$ cat src/hw/rtl/xeu_pkg.sv
`default_nettype none
// ----------------------------------------------------------------------------
// xeu_pkg
// Shared types, constants and entity tables of the entity decoder.
// ----------------------------------------------------------------------------
package xeu_pkg;

  localparam int NUM_ENT  = 5;
  localparam int HELD_MAX = 4;
  localparam int Q_DEPTH  = 4;

  // Entity codes, in candidate mask bit order.
  localparam int ENT_AMP  = 0;
  localparam int ENT_QUOT = 1;
  localparam int ENT_APOS = 2;
  localparam int ENT_LT   = 3;
  localparam int ENT_GT   = 4;

  localparam logic [7:0] CH_AMP  = 8'h26;
  localparam logic [7:0] CH_QUOT = 8'h22;
  localparam logic [7:0] CH_APOS = 8'h27;
  localparam logic [7:0] CH_LT   = 8'h3C;
  localparam logic [7:0] CH_GT   = 8'h3E;
  localparam logic [4:0] ALL_CAND = 5'h1F;

  // One decoded step: an optional ampersand, then up to four held bytes,
  // then an optional tail byte.
  typedef struct packed {
    logic            amp;
    logic [2:0]      cnt;
    logic [3:0][7:0] held;
    logic            tail_v;
    logic [7:0]      tail;
    logic            last;
  } cmd_t;

  // Length of an entity name after the ampersand, semicolon included.
  function automatic logic [2:0] ent_len(input int e);
    logic [2:0] r;
    unique case (e)
      ENT_AMP:  r = 3'd4;
      ENT_QUOT: r = 3'd5;
      ENT_APOS: r = 3'd5;
      ENT_LT:   r = 3'd3;
      default:  r = 3'd3;
    endcase
    return r;
  endfunction

  // Character the entity stands for.
  function automatic logic [7:0] ent_char(input int e);
    logic [7:0] r;
    unique case (e)
      ENT_AMP:  r = CH_AMP;
      ENT_QUOT: r = CH_QUOT;
      ENT_APOS: r = CH_APOS;
      ENT_LT:   r = CH_LT;
      default:  r = CH_GT;
    endcase
    return r;
  endfunction

  // Expected byte of an entity at a position after the ampersand.
  function automatic logic [7:0] ent_text(input int e, input logic [2:0] pos);
    logic [7:0] r;
    r = 8'h00;
    unique case (e)
      ENT_AMP: begin
        unique case (pos)
          3'd0: r = "a";
          3'd1: r = "m";
          3'd2: r = "p";
          3'd3: r = ";";
          default: r = 8'h00;
        endcase
      end
      ENT_QUOT: begin
        unique case (pos)
          3'd0: r = "q";
          3'd1: r = "u";
          3'd2: r = "o";
          3'd3: r = "t";
          3'd4: r = ";";
          default: r = 8'h00;
        endcase
      end
      ENT_APOS: begin
        unique case (pos)
          3'd0: r = "a";
          3'd1: r = "p";
          3'd2: r = "o";
          3'd3: r = "s";
          3'd4: r = ";";
          default: r = 8'h00;
        endcase
      end
      ENT_LT: begin
        unique case (pos)
          3'd0: r = "l";
          3'd1: r = "t";
          3'd2: r = ";";
          default: r = 8'h00;
        endcase
      end
      default: begin
        unique case (pos)
          3'd0: r = "g";
          3'd1: r = "t";
          3'd2: r = ";";
          default: r = 8'h00;
        endcase
      end
    endcase
    return r;
  endfunction

endpackage
`default_nettype wire

$ cat src/hw/rtl/xeu_front.sv
`default_nettype none
// ----------------------------------------------------------------------------
// xeu_front
// Accepts input bytes, tracks the entity match and issues at most one command per step.
// ----------------------------------------------------------------------------
module xeu_front (
  input  wire logic         clk,
  input  wire logic         rst,
  input  wire logic         in_valid,
  output logic              in_ready,
  input  wire logic [7:0]   in_byte,
  input  wire logic         in_last,
  output logic              cmd_valid,
  input  wire logic         cmd_ready,
  output xeu_pkg::cmd_t     cmd
);
  import xeu_pkg::*;

  logic            pending, pending_next;
  logic [2:0]      held_count, held_count_next;
  logic [3:0][7:0] held, held_next;
  logic [4:0]      cand, cand_next;

  logic [4:0]      newmask;
  logic            hit;
  logic [7:0]      hit_char;
  logic            fresh;
  logic            accept;

  assign in_ready = cmd_ready;
  assign accept   = in_valid && in_ready;

  always_comb begin
    newmask  = '0;
    hit      = 1'b0;
    hit_char = CH_AMP;
    for (int e = 0; e < NUM_ENT; e++) begin
      if (cand[e] && held_count < ent_len(e) && ent_text(e, held_count) == in_byte) begin
        newmask[e] = 1'b1;
        if (held_count + 3'd1 == ent_len(e)) begin
          hit      = 1'b1;
          hit_char = ent_char(e);
        end
      end
    end
  end

  always_comb begin
    pending_next    = pending;
    held_count_next = held_count;
    held_next       = held;
    cand_next       = cand;
    fresh           = 1'b1;
    cmd             = '0;
    cmd.last        = in_last;

    if (pending) begin
      if (hit) begin
        cmd.tail_v      = 1'b1;
        cmd.tail        = hit_char;
        pending_next    = 1'b0;
        held_count_next = '0;
        cand_next       = '0;
        fresh           = 1'b0;
      end else if (newmask != '0 && held_count < 3'(HELD_MAX)) begin
        held_next[held_count[1:0]] = in_byte;
        held_count_next            = held_count + 3'd1;
        cand_next                  = newmask;
        fresh                      = 1'b0;
      end else begin
        // Broken match: the ampersand and the held bytes go out literally.
        cmd.amp         = 1'b1;
        cmd.cnt         = held_count;
        pending_next    = 1'b0;
        held_count_next = '0;
        cand_next       = '0;
      end
    end

    if (fresh) begin
      if (in_byte == CH_AMP) begin
        pending_next    = 1'b1;
        held_count_next = '0;
        cand_next       = ALL_CAND;
      end else begin
        cmd.tail_v = 1'b1;
        cmd.tail   = in_byte;
      end
    end

    // End of stream flushes whatever match is still open.
    if (in_last && pending_next) begin
      if (cmd.amp) begin
        cmd.tail_v = 1'b1;
        cmd.tail   = CH_AMP;
      end else begin
        cmd.amp = 1'b1;
        cmd.cnt = held_count_next;
      end
      pending_next    = 1'b0;
      held_count_next = '0;
      cand_next       = '0;
    end

    cmd.held  = held_next;
    cmd_valid = accept && (cmd.amp || cmd.tail_v);
  end

  always_ff @(posedge clk) begin
    if (rst) begin
      pending    <= 1'b0;
      held_count <= '0;
      cand       <= '0;
    end else if (accept) begin
      pending    <= pending_next;
      held_count <= held_count_next;
      cand       <= cand_next;
    end
  end

  always_ff @(posedge clk) begin
    if (accept) begin
      held <= held_next;
    end
  end

endmodule
`default_nettype wire

$ cat src/hw/rtl/xeu_queue.sv
`default_nettype none
// ----------------------------------------------------------------------------
// xeu_queue
// Short command queue between the front and the back.
// ----------------------------------------------------------------------------
module xeu_queue (
  input  wire logic      clk,
  input  wire logic      rst,
  input  wire logic      push_valid,
  output logic           push_ready,
  input  xeu_pkg::cmd_t  push_cmd,
  output logic           pop_valid,
  input  wire logic      pop_ready,
  output xeu_pkg::cmd_t  pop_cmd
);
  import xeu_pkg::*;

  localparam int PW = $clog2(Q_DEPTH);

  cmd_t          slots [Q_DEPTH];
  logic [PW-1:0] wr_ptr, rd_ptr;
  logic [PW:0]   count;
  logic          do_push, do_pop;

  assign push_ready = (count != (PW+1)'(Q_DEPTH));
  assign pop_valid  = (count != '0);
  assign pop_cmd    = slots[rd_ptr];
  assign do_push    = push_valid && push_ready;
  assign do_pop     = pop_valid && pop_ready;

  always_ff @(posedge clk) begin
    if (rst) begin
      wr_ptr <= '0;
      rd_ptr <= '0;
      count  <= '0;
    end else begin
      if (do_push) begin
        wr_ptr <= wr_ptr + PW'(1);
      end
      if (do_pop) begin
        rd_ptr <= rd_ptr + PW'(1);
      end
      if (do_push && !do_pop) begin
        count <= count + (PW+1)'(1);
      end else if (do_pop && !do_push) begin
        count <= count - (PW+1)'(1);
      end
    end
  end

  always_ff @(posedge clk) begin
    if (do_push) begin
      slots[wr_ptr] <= push_cmd;
    end
  end

endmodule
`default_nettype wire

$ cat src/hw/rtl/xeu_back.sv
`default_nettype none
// ----------------------------------------------------------------------------
// xeu_back
// Expands each command into output bytes, one per cycle while the output is not stalled, into an output register.
// ----------------------------------------------------------------------------
module xeu_back (
  input  wire logic       clk,
  input  wire logic       rst,
  input  wire logic       cmd_valid,
  output logic            cmd_ready,
  input  xeu_pkg::cmd_t   cmd,
  output logic            out_valid,
  input  wire logic       out_ready,
  output logic [7:0]      out_byte,
  output logic            run_last,
  output logic            stream_last
);
  import xeu_pkg::*;

  logic [2:0] step;
  logic [2:0] total;
  logic [2:0] held_idx;
  logic [7:0] cur_byte;
  logic       is_final;
  logic       load;

  always_comb begin
    total    = cmd.amp ? (cmd.cnt + 3'd1 + {2'b00, cmd.tail_v}) : 3'd1;
    is_final = (step == total - 3'd1);
    held_idx = step - 3'd1;
    if (cmd.amp && step == 3'd0) begin
      cur_byte = CH_AMP;
    end else if (cmd.amp && step <= cmd.cnt) begin
      cur_byte = cmd.held[held_idx[1:0]];
    end else begin
      cur_byte = cmd.tail;
    end
  end

  assign load      = cmd_valid && (!out_valid || out_ready);
  assign cmd_ready = load && is_final;

  always_ff @(posedge clk) begin
    if (rst) begin
      out_valid <= 1'b0;
      step      <= '0;
    end else begin
      if (load) begin
        out_valid <= 1'b1;
        step      <= is_final ? 3'd0 : step + 3'd1;
      end else if (out_ready) begin
        out_valid <= 1'b0;
      end
    end
  end

  always_ff @(posedge clk) begin
    if (load) begin
      out_byte    <= cur_byte;
      run_last    <= is_final;
      stream_last <= is_final && cmd.last;
    end
  end

endmodule
`default_nettype wire

$ cat src/hw/rtl/xml_entity_unescape.sv
`default_nettype none
// ----------------------------------------------------------------------------
// xml_entity_unescape
// Streaming decoder for the five predefined XML entities.
// ----------------------------------------------------------------------------
// Throughput: one input byte per cycle while the command queue has room; the
//   back end emits one byte per cycle while the output is not stalled.
// The front classifies each accepted item into the queue at the accepting edge,
// then the back end loads its output register from the queue.
// A step that flushes a broken match emits up to six bytes; the four-entry
// command queue absorbs such bursts.
// Reset (rst, synchronous): clears the match state, the queue and the output.
// ----------------------------------------------------------------------------
module xml_entity_unescape (
  input  wire logic       clk,
  input  wire logic       rst,
  input  wire logic       in_valid,
  output logic            in_ready,
  input  wire logic [7:0] in_byte,
  input  wire logic       in_last,
  output logic            out_valid,
  input  wire logic       out_ready,
  output logic [7:0]      out_byte,
  output logic            run_last,
  output logic            stream_last
);
  import xeu_pkg::*;

  // The front end tracks the open match and turns each accepted item into a
  // command: an optional literal ampersand, the held bytes, and an optional tail byte.
  // Steps that only hold bytes produce no command.
  cmd_t f_cmd, b_cmd;
  logic f_valid, f_ready;
  logic b_valid, b_ready;

  xeu_front u_front (
    .clk       (clk),
    .rst       (rst),
    .in_valid  (in_valid),
    .in_ready  (in_ready),
    .in_byte   (in_byte),
    .in_last   (in_last),
    .cmd_valid (f_valid),
    .cmd_ready (f_ready),
    .cmd       (f_cmd)
  );

  // The queue lets the front keep accepting while the back expands a
  // long flush.
  xeu_queue u_queue (
    .clk        (clk),
    .rst        (rst),
    .push_valid (f_valid),
    .push_ready (f_ready),
    .push_cmd   (f_cmd),
    .pop_valid  (b_valid),
    .pop_ready  (b_ready),
    .pop_cmd    (b_cmd)
  );

  // The back end walks each command a byte at a time and marks the final
  // byte of the step, and of the stream when the step carried the last item.
  xeu_back u_back (
    .clk         (clk),
    .rst         (rst),
    .cmd_valid   (b_valid),
    .cmd_ready   (b_ready),
    .cmd         (b_cmd),
    .out_valid   (out_valid),
    .out_ready   (out_ready),
    .out_byte    (out_byte),
    .run_last    (run_last),
    .stream_last (stream_last)
  );

endmodule
`default_nettype wire

$ cat config.mk
export PLATFORM = sky130hd
export DESIGN_NAME = xml_entity_unescape
export DESIGN_NICKNAME = d
export VERILOG_FILES = /design/src/hw/rtl/xeu_pkg.sv /design/src/hw/rtl/xeu_front.sv /design/src/hw/rtl/xeu_queue.sv /design/src/hw/rtl/xeu_back.sv /design/src/hw/rtl/xml_entity_unescape.sv
export SDC_FILE = /design/constraint.sdc
export NUM_CORES = 1
export LEC_CHECK = 0
export ABC_AREA = 0
export BUFFER_PORTS_ARGS = -buffer_cell sky130_fd_sc_hd__buf_2
export CORE_MARGIN = 2
export CORE_UTILIZATION = 31
export DETAILED_ROUTE_END_ITERATION = 10
export PLACE_DENSITY_LB_ADDON = 0.08
export SLEW_MARGIN = 20
export SYNTH_ARGS = -nofsm -noshare
export SYNTH_HDL_FRONTEND = slang
export SYNTH_SLANG_ARGS = --single-unit
$ cat constraint.sdc
create_clock -name clk -period 6.8 [get_ports clk]
set_input_delay 0.34 -clock clk [delete_from_list [all_inputs] [get_ports clk]]
set_output_delay 0.34 -clock clk [all_outputs]
set_load 0.02 [all_outputs]
# After elaboration in Yosys (flattened, before gate mapping)
# Memory sizes are Yosys's and may differ from the RTL's. A register that Yosys moved wholly into a read port is not among the register bits.
# Cells that the tools add are included.
# op_classes
eq_ne	17
muxes	84
order_cmp	7
reduce_logical	35
add_sub_neg	10
# op_table
op	count
$mux W32	3
$mux W8	10
$pmux W7 S5	2
$mux W9	6
$mux W3	17
$pmux W7 S3	2
$eq A7 B8 Y1	5
$bwmux W32	1
$mux W5	6
$mux W1	28
$pmux W7 S4	1
$logic_and A1 B1 Y1	24
$eq A3 B3 Y1	6
$bmux W8 S2	1
$demux W8 S2	1
$mux W4	4
$add A3 B1 Y3 const B	4
$eq A8 B6 Y1 const B	1
$eq A3 B2 Y1 const B	2
$logic_not A3 Y1	2
$lt A2 B3 Y1 const B	2
$lt A3 B3 Y1 const B	2
$sub A3 B1 Y3 const B	2
$reduce_bool A5 Y1	1
other kinds (14)	20
# word_totals
elab_cells	169
out_inout_bits	12
reg_bits	62
ram_bits	184
in_bits	13
mem_count	1
# memory_table
name	words	width	read_ports	rd_clocked_by_memory_dff	write_ports	line_no	text
u_queue.slots	4	46	1	1	1	xeu_queue.sv:20	cmd_t slots [Q_DEPTH];

# Longest topological paths before layout
# Gate-level depths: netlist of run 1.
# logic_depth
depth_word	29
ltp_mapped	20
ltp_nobuf	17

# Modules after synthesis
# A second synthesis of run 1 with hierarchy kept.
# unflattened
hier_cells	686
area_unflattened_um2	11299.6
# modules_own_cells
mod	cells_per_inst	instances	area_each_um2	seq_area_each_um2
xeu_queue	288	1	7165.6	5705.5
xeu_front	298	1	3067.9	1141.1
xeu_back	100	1	1066.0	380.4

# Worst setup path before layout of run 1
# No wires, ideal clock.
# synth_timing
path_kind	reg2reg
from	reg u_front.held_count[0]
to	mem u_queue.slots[0][0] (netlist bit) (enable)
t_required_ns	6.281
n_path_buf	2
setup_ns	0.519
t_arrival_ns	6.184
setup_slack_ns	0.097
synth_period_minus_slack_ns	6.703
path_stages_with_launch	12
cell_sequence	dfxtp_1 > buf_2 > inv_1 > ha_1 > buf_6 > nor2b_1 > o211a_1 > o311a_1 > o21bai_2 > a221oi_2 > nor3_2 > a211oi_1
# synth_between
elab_chain_cells	24
elab_cells_between_ends	75
classes_between	add/sub: 1; order compare: 3; eq/ne: 14; mux: 40; reduce/logical: 17
# synth_lines
element	line_no	text
start: declaration	xeu_front.sv:20	logic [2:0] held_count, held_count_next;
start signal: assignment	xeu_front.sv:116	held_count <= held_count_next;
$eq A3 B2 Y1, or another cell as far along	xeu_pkg.sv:69, xeu_pkg.sv:78, xeu_pkg.sv:88	
$pmux W7 S4	xeu_pkg.sv:69	unique case (pos)
$eq A7 B8 Y1	xeu_front.sv:38	if (cand[e] && held_count < ent_len(e) && ent_text(e, held_count) == in_byte) begin
$logic_and A1 B1 Y1	xeu_front.sv:38	
$mux W1	xeu_front.sv:38	
$mux W1	xeu_front.sv:40	if (held_count + 3'd1 == ent_len(e)) begin
$mux W1	xeu_front.sv:38	
$mux W1	xeu_front.sv:40	
[8 not listed]	n/a	
$mux W9 or $mux W1 (tied branches)	xeu_front.sv:80	if (fresh) begin
$mux W9 or $logic_and A1 B1 Y1 (tied branches)	xeu_front.sv:93, xeu_front.sv:92	
$mux W9 or $mux W4 (tied branches)	xeu_front.sv:92	if (in_last && pending_next) begin
$logic_or A1 B1 Y1 *	xeu_front.sv:106	cmd_valid = accept && (cmd.amp || cmd.tail_v);
$logic_and A1 B1 Y1 *	xeu_front.sv:106	
$logic_and A1 B1 Y1 *	xeu_queue.sv:28	assign do_push = push_valid && push_ready;
$mux W1 *	xeu_queue.sv:52	if (do_push) begin
$mux W1 (not written as such) *	xeu_queue.sv:53	slots[wr_ptr] <= push_cmd;
end: declaration	xeu_queue.sv:20	
# Mark *: on every way between the ends. The rest lies on a longest branch, timed or not.

# Worst setup path after layout of run 1
# layout_timing
from	reg u_front.held_count[0]
to	mem u_queue.slots[3][22] (netlist bit) (enable)
# The elaborated chain is that of the path after synthesis.

==> results of run 1 <==
[cells by family (layout without fill, tap and decap cells)]
logic type | after synthesis | in the layout | synth area share
buf+inv | 64 | 115 | 0.0259
flops | 248 | 248 | 0.657
compound gates | 76 | 76 | 0.0543
mux | 91 | 91 | 0.147
simple gates | 143 | 143 | 0.0749
fa+ha+maj | 20 | 20 | 0.0234
xor+xnor | 21 | 21 | 0.0167
[worst max-delay path: cells and delay by family, from the launching register on]
kind / cells / cell delay, ps
AND/OR/NAND/NOR: 3 / 1220
AO/OA/AOI/OAI: 4 / 1780
buffers and inverters: 2 / 620
flip-flops: 1 / 660
adder cells (fa/ha/maj): 1 / 430
[synthesized netlist by cell type (all sizes together), types with 14 or more instances]
cell      n
clkbuf   19
buf      17
dfxtp    22
nand2    21
inv      28
mux4     54
nor2     35
a21oi    14
ha       19
edfxtp  226
mux2     24
nand3    16
[power groups by stage]
stage / combinational, mW / sequential (mW) / clock (mW)
floorplan: 0.584 / 1.95 / 0
global placement: 0.917 / 1.92 / 0
detailed placement: 0.926 / 1.93 / 0
CTS: 0.927 / 1.90 / 1.56
global route: 0.996 / 1.91 / 1.62
finish: 0.899 / 1.89 / 1.52
[registers in the layout, indices dropped and copies added, names as in the netlist, named ones only]
signal / flops
u_back.run_last: 1
u_front.cand: 5
u_back.out_valid: 1
u_front.pending: 1
u_back.stream_last: 1
u_queue.rd_ptr: 2
u_back.out_byte: 8
u_back.step: 3
u_queue.count: 3
u_front.held_count: 3
u_front.held: 32
u_queue.slots: 184
u_queue.wr_ptr: 2
[how the worst max path moves through the flow]
stage                                  startpoint                             end  slack (ps)  depth (start not counted)
2_1_floorplan  u_front.held_count[0]$_SDFFE_PP0P_   u_queue.slots[0][0]$_DFFE_PP_         100                         11
3_3_place_gp   u_front.held_count[0]$_SDFFE_PP0P_  u_queue.slots[3][14]$_DFFE_PP_        1880                         10
5_1_grt        u_front.held_count[0]$_SDFFE_PP0P_   u_queue.slots[3][2]$_DFFE_PP_        1310                         10
3_5_place_dp   u_front.held_count[0]$_SDFFE_PP0P_  u_queue.slots[3][14]$_DFFE_PP_        1710                         10
4_1_cts        u_front.held_count[0]$_SDFFE_PP0P_  u_queue.slots[3][22]$_DFFE_PP_        1680                         10
6_report       u_front.held_count[0]$_SDFFE_PP0P_  u_queue.slots[3][22]$_DFFE_PP_        1740                         10
[cell usage in the layout, fill, tap and decap left out, drive strengths merged, types with 9 or more instances in the layout]
cell type	synthesis	final
nand3	16	16
mux4	54	54
clkbuf	19	37
nand2b	9	9
xor2	9	9
a21oi	14	14
dfxtp	22	22
nand2	21	21
edfxtp	226	226
ha	19	19
mux2	24	24
inv	28	27
nor3	12	12
o21ai	11	11
nor2	35	35
xnor2	12	12
buf	17	38
mux2i	13	13
[per-layer routing]
layer	up-vias	wire length (um)	share of wire	GRT usage
li1	2676	-	-	-
met1	3133	12500	0.47	0.212
met2	106	12500	0.47	0.238
met3	30	909	0.034	0.0200
met4	0	488	0.018	0.0358
met5	-	0	0	0
[metrics by stage]
| step | setup WS, ps | power [mW] | util | hold slack (ps) | area [um2] |
|---|---|---|---|---|---|
| 4_1_cts | 1680 | 4.39 | 0.363 | 51.8 | 12600 |
| 5_1_grt | 1310 | 4.52 | 0.363 | 88.2 | 12600 |
| 2_1_floorplan | 97.4 | 2.53 | - | 439 | 11000 |
| 6_report | 1740 | 4.31 | 0.363 | 78.2 | 12600 |
| 3_5_place_dp | 1710 | 2.85 | 0.336 | 493 | 11700 |
| 3_3_place_gp | 1880 | 2.84 | 0.336 | 483 | 11700 |
[final cells by class]
| class | count | share of cell area |
|---|---|---|
| Multi-Input combinational cell | 351 | 0.281 |
| Clock buffer | 37 | 0.0583 |
| Timing Repair Buffer | 38 | 0.0179 |
| Sequential cell | 248 | 0.575 |
| Inverter | 28 | 0.00835 |
| Tap cell | 455 | 0.0452 |
| Clock inverter | 12 | 0.0150 |
==> flow_summary.json, run 1 <==
{
  "slowest_delay_ps": 860,
  "rr_startpoint": "u_front.held_count[0]$_SDFFE_PP0P_",
  "cts_buffers": 28,
  "nets": 728,
  "avgRoutedWirePerCell_um": 22.6,
  "synth_flop_cell": "edfxtp_1",
  "rsz0062_at_grt": "no",
  "gp_congestion": 0.803,
  "avgSynthCellArea_um2": 16.6,
  "hp-class": "input pin to flop",
  "synthCells": 663,
  "synthTopCellsByArea": "edfxtp_1, mux4_2, dfxtp_1, ha_1, mux2_2",
  "grt_pass1_vias": 6252,
  "die_w_um": 192,
  "antenna_cells": 0,
  "vdd_drop_max_uv": 202,
  "ys_seq_area_frac": 0.657,
  "clkSlewWorstSetupHoldPaths_ps": 60,
  "fin_cells": 1169,
  "synth_nets": 696,
  "power.share.clock": 0.353,
  "ant_nets": 0,
  "hold_violations": 0,
  "fmax_mhz": 198,
  "setup_tns_ps": 0,
  "seq_power_share": 0.439,
  "synth_edf_count": 226,
  "p_switching_mw": 1.21,
  "synth-async-reset-ratio": 0,
  "slew_viol_final": 0,
  "start_kind": "flop",
  "drt_iter0_drc": 446,
  "synth_top_cell_area_share": 0.617,
  "post-route-drc-count": 0,
  "rows": 68,
  "regToRegSetupSlack_ps": 1740,
  "vias_per_cell": 5.09,
  "cts_sinks": 248,
  "finalSetupViolCount": 0,
  "pwr-share-comb": 0.208,
  "cp-end-kind": "flop",
  "yosysWarnings": 0,
  "slew_headroom": 0.337,
  "ctsResizeCount": 0,
  "path_class": "flop to flop",
  "start_util": 0.317,
  "syn-cell-area_um2": 11000,
  "tightestPinTransition_ps": 989,
  "hold_path_depth": 4,
  "drtPass1Iterations": 4,
  "routed_wl_um": 26400,
  "synth_top_area_cell": "edfxtp_1",
  "clk_latency_ps": 550,
  "ctsRootBufferMaster": "clkbuf_16",
  "cap_violations": 0,
  "htreeDepth": 1,
  "grtUsageTotal": 0.148,
  "overflow": 0,
  "ys_types": 74,
  "port_buffers": 24,
  "num_vias": 5945,
  "grt_antenna_before_repair": 0,
  "run_status": "complete, no violations",
  "fillCellCount": 3308,
  "die_y_um": 192,
  "grt_pass1_wl_um": 40000,
  "switching_share": 0.280,
  "register_area_um2": 7230,
  "p_per_area_nw_per_um2": 343,
  "finClkSkew_ps": 22.1,
  "synthToLayoutAreaGrowth_pct": 14.5,
  "r2r_cells": 10,
  "cts_tree": "built",
  "grt_max_degree": 34,
  "dp.cells": 1120,
  "hold_start": "out_ready",
  "required_ps": 7000,
  "die_area_um2": 37000,
  "post_cts_buffers": 0,
  "min_period_over_period": 0.744,
  "leakage_nw": 3.55,
  "io_pins": 25,
  "multi_input_area_um2": 3530,
  "internal_power_mw": 3.11,
  "drive_gt1_frac": 0.251,
  "ys_ff_latch": 248,
  "clockBufferDepth": 3,
  "crit_fanout": 19,
  "r2r_end": "u_queue.slots[3][22]$_DFFE_PP_",
  "hold_buffers": 0,
  "period_minus_slack_ps": 5060,
  "coreArea_um2": 34700,
  "worst_ep_arrival_time_ps": 5260,
  "worstPathCellList": "inv_1, ha_1, nor2b_1, o211a_1, o311a_1, o21bai_2, nor3_1, nand2_1, a211oi_4, buf_4",
  "slowest_stage": "a211oi_4",
  "hpwlAfterDp_um": 16800,
  "worstHoldEndpoint": "u_back.out_valid$_SDFFE_PP0P_"
}
(Power assumes the default switching activity.)
==> run 2: changes to the inputs <==
clock period = 5.2 ns   (was 6.8 ns; I/O delays follow)
==> run 2 against run 1 <==
  * Wire length decreased by 4.0%
  * Via count is 0.15% lower
  * Final cell count shrank 0.26%
  * Global-route usage down 0.64 points
  * Non-clock buffer count down 1
  * Flip-flop and latch count is the same
  * Total power up 25%
==> flow_summary.json, run 2 (same netlist as run 1, synthesis figures left out) <==
{
  "vias_per_cell": 5.09,
  "vdd_drop_max_uv": 220,
  "ctsRootBufferMaster": "clkbuf_16",
  "r2r_cells": 16,
  "p_switching_mw": 1.55,
  "routed_wl_um": 25400,
  "clockBufferDepth": 3,
  "worstPathCellList": "inv_1, ha_1, mux2i_2, xor2_1, nand2_1, or4_4, a211oi_4, a221oi_4, nor3_2, a21oi_1, ha_1, inv_1, fa_1, xor2_1, or3_1, a21oi_1",
  "cts_buffers": 28,
  "pwr-share-comb": 0.221,
  "hold_path_depth": 1,
  "layout_common_cells": "edfxtp_1, mux4_2, nor2_1",
  "power.total_mw": 5.41,
  "regToRegSetupSlack_ps": 410,
  "drt_iter0_drc": 445,
  "drtPass1Iterations": 4,
  "path_class": "flop to flop",
  "cp-end-kind": "flop",
  "synthToLayoutAreaGrowth_pct": 14.0,
  "cts_tree": "built",
  "required_ps": 5670,
  "slew_viol_final": 0,
  "start_util": 0.317,
  "nets": 727,
  "crit_fanout": 16,
  "cp.depth": 16,
  "tightestPinTransition_ps": 909,
  "grt_max_degree": 48,
  "clk_latency_ps": 540,
  "io_pins": 25,
  "fillCellCount": 3289,
  "fmax_mhz": 209,
  "slew_headroom": 0.394,
  "clkSlewWorstSetupHoldPaths_ps": 60,
  "die_y_um": 192,
  "ant_nets": 0,
  "run_status": "complete, no violations",
  "slowest_stage": "dfxtp_1",
  "slowest_delay_ps": 660,
  "drive_gt1_frac": 0.252,
  "die_w_um": 192,
  "start_kind": "flop",
  "post_cts_buffers": 0,
  "worst_ep_arrival_time_ps": 5260,
  "period_minus_slack_ps": 4790,
  "rows": 68,
  "regMostFlops": "u_queue.slots",
  "top_regs": "u_queue.slots: 184 flops, u_front.held: 32 flops, u_back.out_byte: 8 flops",
  "avgRoutedWirePerCell_um": 21.8,
  "power.share.clock": 0.326,
  "rsz0062_at_grt": "no",
  "finClkSkew_ps": 8.39,
  "path_delay_family": "simple AND/OR/NAND/NOR gates",
  "mostFrequentLayoutCell": "edfxtp_1",
  "hpwlAfterDp_um": 15300,
  "grt_pass1_wl_um": 38400,
  "htreeDepth": 1,
  "seq_power_share": 0.453,
  "hold_violations": 0,
  "largest_reg_flops": 184,
  "cap_violations": 0,
  "port_buffers": 24,
  "coreArea_um2": 34700,
  "grt_antenna_before_repair": 0,
  "num_vias": 5936,
  "finalSetupViolCount": 0,
  "min_period_over_period": 0.922,
  "internal_power_mw": 3.86,
  "leakage_nw": 3.52,
  "post-route-drc-count": 0,
  "worst-path-buf-inv": 2,
  "cts_sinks": 248,
  "fin_util": 0.361,
  "p_per_area_nw_per_um2": 432,
  "antenna_cells": 0,
  "grtUsageTotal": 0.141,
  "switching_share": 0.286,
  "overflow": 0,
  "gp_congestion": 0.822,
  "hp-class": "input pin to flop",
  "grt_pass1_vias": 6149,
  "die_area_um2": 37000,
  "fin_ws_ps": 408,
  "dp_slack_ps": 312
}
==> run 2: cell types whose count changed in the layout (fill, tap and decap cells not counted) <==
cell,before,now
a221oi_2,1,0
a221oi_4,0,1
buf_12,0,4
buf_4,14,8
bufinv_16,5,1
clkbuf_1,9,6
clkinv_1,7,6
clkinv_2,0,6
dlygate4sd3_1,0,1
==> run 2: area by class of cell <==
class / instances / area, um2 / share of cell area
Multi-Input combinational cell: 351 / 3540 / 0.283
Sequential cell: 248 / 7230 / 0.577
Clock inverter: 13 / 95.1 / 0.00758
Inverter: 28 / 105 / 0.00838
Clock buffer: 34 / 723 / 0.0577
Tap cell: 455 / 569 / 0.0454
Timing Repair Buffer: 37 / 270 / 0.0216
==> run 2: routing by layer <==
layer / GRT usage / up-vias / routed length (um)
met5: 0 / - / 0
met4: 0.0344 / 0 / 472
met3: 0.0184 / 26 / 874
met2: 0.224 / 102 / 11800
met1: 0.206 / 3133 / 12300
li1: - / 2675 / -
==> run 2: worst paths after layout <==
check,start,to
max reg2reg,u_front.held_count[0]$_SDFFE_PP0P_,u_queue.count[2]$_SDFFE_PP0P_
max,u_front.held_count[0]$_SDFFE_PP0P_,u_queue.count[2]$_SDFFE_PP0P_
min,in_byte[7],u_queue.slots[0][8]$_DFFE_PP_
min reg2reg,u_back.out_valid$_SDFFE_PP0P_,u_back.out_valid$_SDFFE_PP0P_
==> run 2: timing repair <==
| item | in CTS | in global routing |
|---|---|---|
| setup endpoints to repair | 0 | 1 |
| hold endpoints to repair | 1 | 0 |
| resized for setup | 0 | 1 |
| hold buffers | 1 | 0 |
==> run 2: power groups by stage <==
stage / Clock, mW / Sequential, mW / Combinational [mW]
after detailed placement: 0 / 2.50 / 1.23
after CTS: 1.82 / 2.46 / 1.24
after global placement: 0 / 2.49 / 1.23
final: 1.76 / 2.45 / 1.20
after floorplan: 0 / 2.55 / 0.763
after global routing: 1.90 / 2.47 / 1.33
==> run 2: per-stage QoR <==
stage	cell area [um2]	hold slack [ps]	setup TNS, ps	std cells
2_1_floorplan	11000	359	-276480	663
3_3_place_gp	11700	470	0	1118
3_5_place_dp	11700	477	0	1118
4_1_cts	12500	37.2	0	1166
5_1_grt	12500	48.1	0	1166
6_report	12500	67.3	0	1166
==> run 3: changes to the inputs <==
CTS_BUF_LIST = sky130_fd_sc_hd__clkbuf_4   (was default)
==> run 3 against run 2 <==
  * Clock-buffer cell count grew 61
  * Wire length grew 2.5%
  * Total power shrank 2.8%
  * Global-route usage grew 0.53 points
  * Worst hold slack gained 89 ps
  * Non-clock buffer count grew 4
  * Via count grew 4.8%
  * Critical path depth is the same
  * Critical path type unchanged
  * Critical endpoint unchanged
  * Largest cell class unchanged
  * Highest routed layer unchanged
==> flow_summary.json, run 3 (same netlist as run 1, synthesis figures left out) <==
{
  "worst-path-buf-inv": 2,
  "overflow": 0,
  "finClkSkew_ps": 38.6,
  "period_minus_slack_ps": 4800,
  "hp-class": "input pin to flop",
  "hpwlAfterDp_um": 15300,
  "grt_pass1_vias": 6498,
  "start_kind": "flop",
  "final_area_um2": 12500,
  "cts_sinks": 248,
  "finalSetupViolCount": 0,
  "slew_headroom": 0.375,
  "clkSlewWorstSetupHoldPaths_ps": 60,
  "grt_pass1_wl_um": 39300,
  "slowest_delay_ps": 660,
  "drtPass1Iterations": 4,
  "run_status": "complete, no violations",
  "mostFrequentLayoutCell": "edfxtp_1",
  "r2r_cells": 16,
  "p_per_area_nw_per_um2": 419,
  "routed_wl_um": 26000,
  "cap_violations": 0,
  "slowest_stage": "dfxtp_1",
  "avgRoutedWirePerCell_um": 21.0,
  "vias_per_cell": 5.02,
  "holdWs_ps": 156,
  "vdd_drop_max_uv": 237,
  "clockBufferDepth": 3,
  "layout_common_cells": "edfxtp_1, clkbuf_4, mux4_2",
  "ctsRootBufferMaster": "clkbuf_4",
  "nets": 771,
  "rsz0062_at_grt": "no",
  "path_delay_family": "simple AND/OR/NAND/NOR gates",
  "setup_tns_ps": 0,
  "regMostFlops": "u_queue.slots",
  "io_pins": 25,
  "post-route-drc-count": 0,
  "port_buffers": 24,
  "slew_viol_final": 0,
  "grtUsageTotal": 0.146,
  "hold_start": "in_byte[6]",
  "fmax_mhz": 208,
  "hold_path_depth": 3,
  "grt_antenna_before_repair": 1,
  "cts_buffers": 68,
  "die_y_um": 192,
  "gp_congestion": 0.822,
  "dp_slack_ps": 312,
  "die_area_um2": 37000,
  "fin_util": 0.362,
  "largest_reg_flops": 184,
  "ant_nets": 0,
  "rows": 68,
  "hold_violations": 0,
  "path_class": "flop to flop",
  "min_period_over_period": 0.923,
  "worstHoldEndpoint": "u_queue.slots[2][7]$_DFFE_PP_",
  "num_vias": 6218,
  "top_regs": "u_queue.slots: 184 flops, u_front.held: 32 flops, u_back.out_byte: 8 flops",
  "cp-end-kind": "flop",
  "dp.cells": 1118,
  "leakage_nw": 3.61,
  "r2r_end": "u_queue.count[2]$_SDFFE_PP0P_",
  "clk_latency_ps": 660,
  "required_ps": 5780,
  "drive_gt1_frac": 0.309,
  "postPlaceCellArea_um2": 11700,
  "crit_fanout": 16,
  "rr_startpoint": "u_front.held_count[0]$_SDFFE_PP0P_",
  "grt_max_degree": 48,
  "coreArea_um2": 34700,
  "regToRegSetupSlack_ps": 400,
  "cts_tree": "built",
  "post_cts_buffers": 0,
  "drt_iter0_drc": 383,
  "tightestPinTransition_ps": 934,
  "power.total_mw": 5.26,
  "fin_cells": 1238,
  "start_util": 0.317,
  "synthToLayoutAreaGrowth_pct": 14.1,
  "die_w_um": 192,
  "worstPathCellList": "inv_1, ha_1, mux2i_2, xor2_1, nand2_1, or4_4, a211oi_4, a221oi_4, nor3_2, a21oi_1, ha_1, inv_1, fa_1, xor2_1, or3_1, a21oi_1",
  "fin_ws_ps": 402,
  "htreeDepth": 3,
  "worst_ep_arrival_time_ps": 5380
}
-- run 3: changes by cell type in the layout (fill, tap and decap cells not counted) --
| cell | before | now |
|---|---|---|
| bufinv_16 | 1 | 0 |
| clkbuf_1 | 6 | 0 |
| clkbuf_16 | 28 | 0 |
| clkbuf_4 | 0 | 95 |
| clkinv_1 | 6 | 16 |
| clkinv_2 | 6 | 2 |
| clkinv_8 | 1 | 0 |
| diode_2 | 0 | 1 |
| dlygate4sd3_1 | 1 | 5 |
| inv_2 | 1 | 3 |
-- run 3: per-layer routing --
layer | vias to the layer above | wire (um) | GRT usage
met4 | 0 | 652 | 0.0581
met2 | 127 | 12000 | 0.226
met5 | - | 0 | 0
li1 | 2801 | - | -
met3 | 51 | 955 | 0.0309
met1 | 3239 | 12400 | 0.203
-- run 3: worst max path at each step --
stage / from / end / slack [ps] / depth (start not counted)
2_1_floorplan: u_front.held_count[0]$_SDFFE_PP0P_ / u_queue.slots[0][0]$_DFFE_PP_ / -1500 / 11
3_3_place_gp: u_front.held_count[0]$_SDFFE_PP0P_ / u_queue.count[2]$_SDFFE_PP0P_ / 500 / 15
3_5_place_dp: u_front.held_count[0]$_SDFFE_PP0P_ / u_queue.count[2]$_SDFFE_PP0P_ / 310 / 15
4_1_cts: u_front.held_count[0]$_SDFFE_PP0P_ / u_queue.count[2]$_SDFFE_PP0P_ / 250 / 15
5_1_grt: u_front.held_count[0]$_SDFFE_PP0P_ / u_queue.count[2]$_SDFFE_PP0P_ / 20 / 15
6_report: u_front.held_count[0]$_SDFFE_PP0P_ / u_queue.count[2]$_SDFFE_PP0P_ / 400 / 16
-- run 3: where the power goes --
| group | switching [mW] | internal, mW | leakage (nW) |
|---|---|---|---|
| Combinational | 0.751 | 0.446 | 1.29 |
| Sequential | 0.0571 | 2.39 | 1.84 |
| Clock | 0.772 | 0.838 | 0.477 |
-- run 3: area by class of cell --
class	instances	area (um2)
antenna	1	2.50
clock buffer	95	713
clock inverter	19	73.8
fill	3325	22200
inverter	28	105
multi-input combinational	351	3540
sequential	248	7230
tap	455	569
timing repair buffer	41	310
-- run 3: worst min-delay path, stage by stage --
cell	delay (ps)
buf_2	200
inv_1	90
nor2_1	70
-- run 3: timing repair --
item | 4_1_cts | 5_1_grt
setup endpoints to repair | 0 | 1
hold buffers | 5 | 0
resized for setup | 0 | 1
endpoints found under the hold margin | 17 | 0
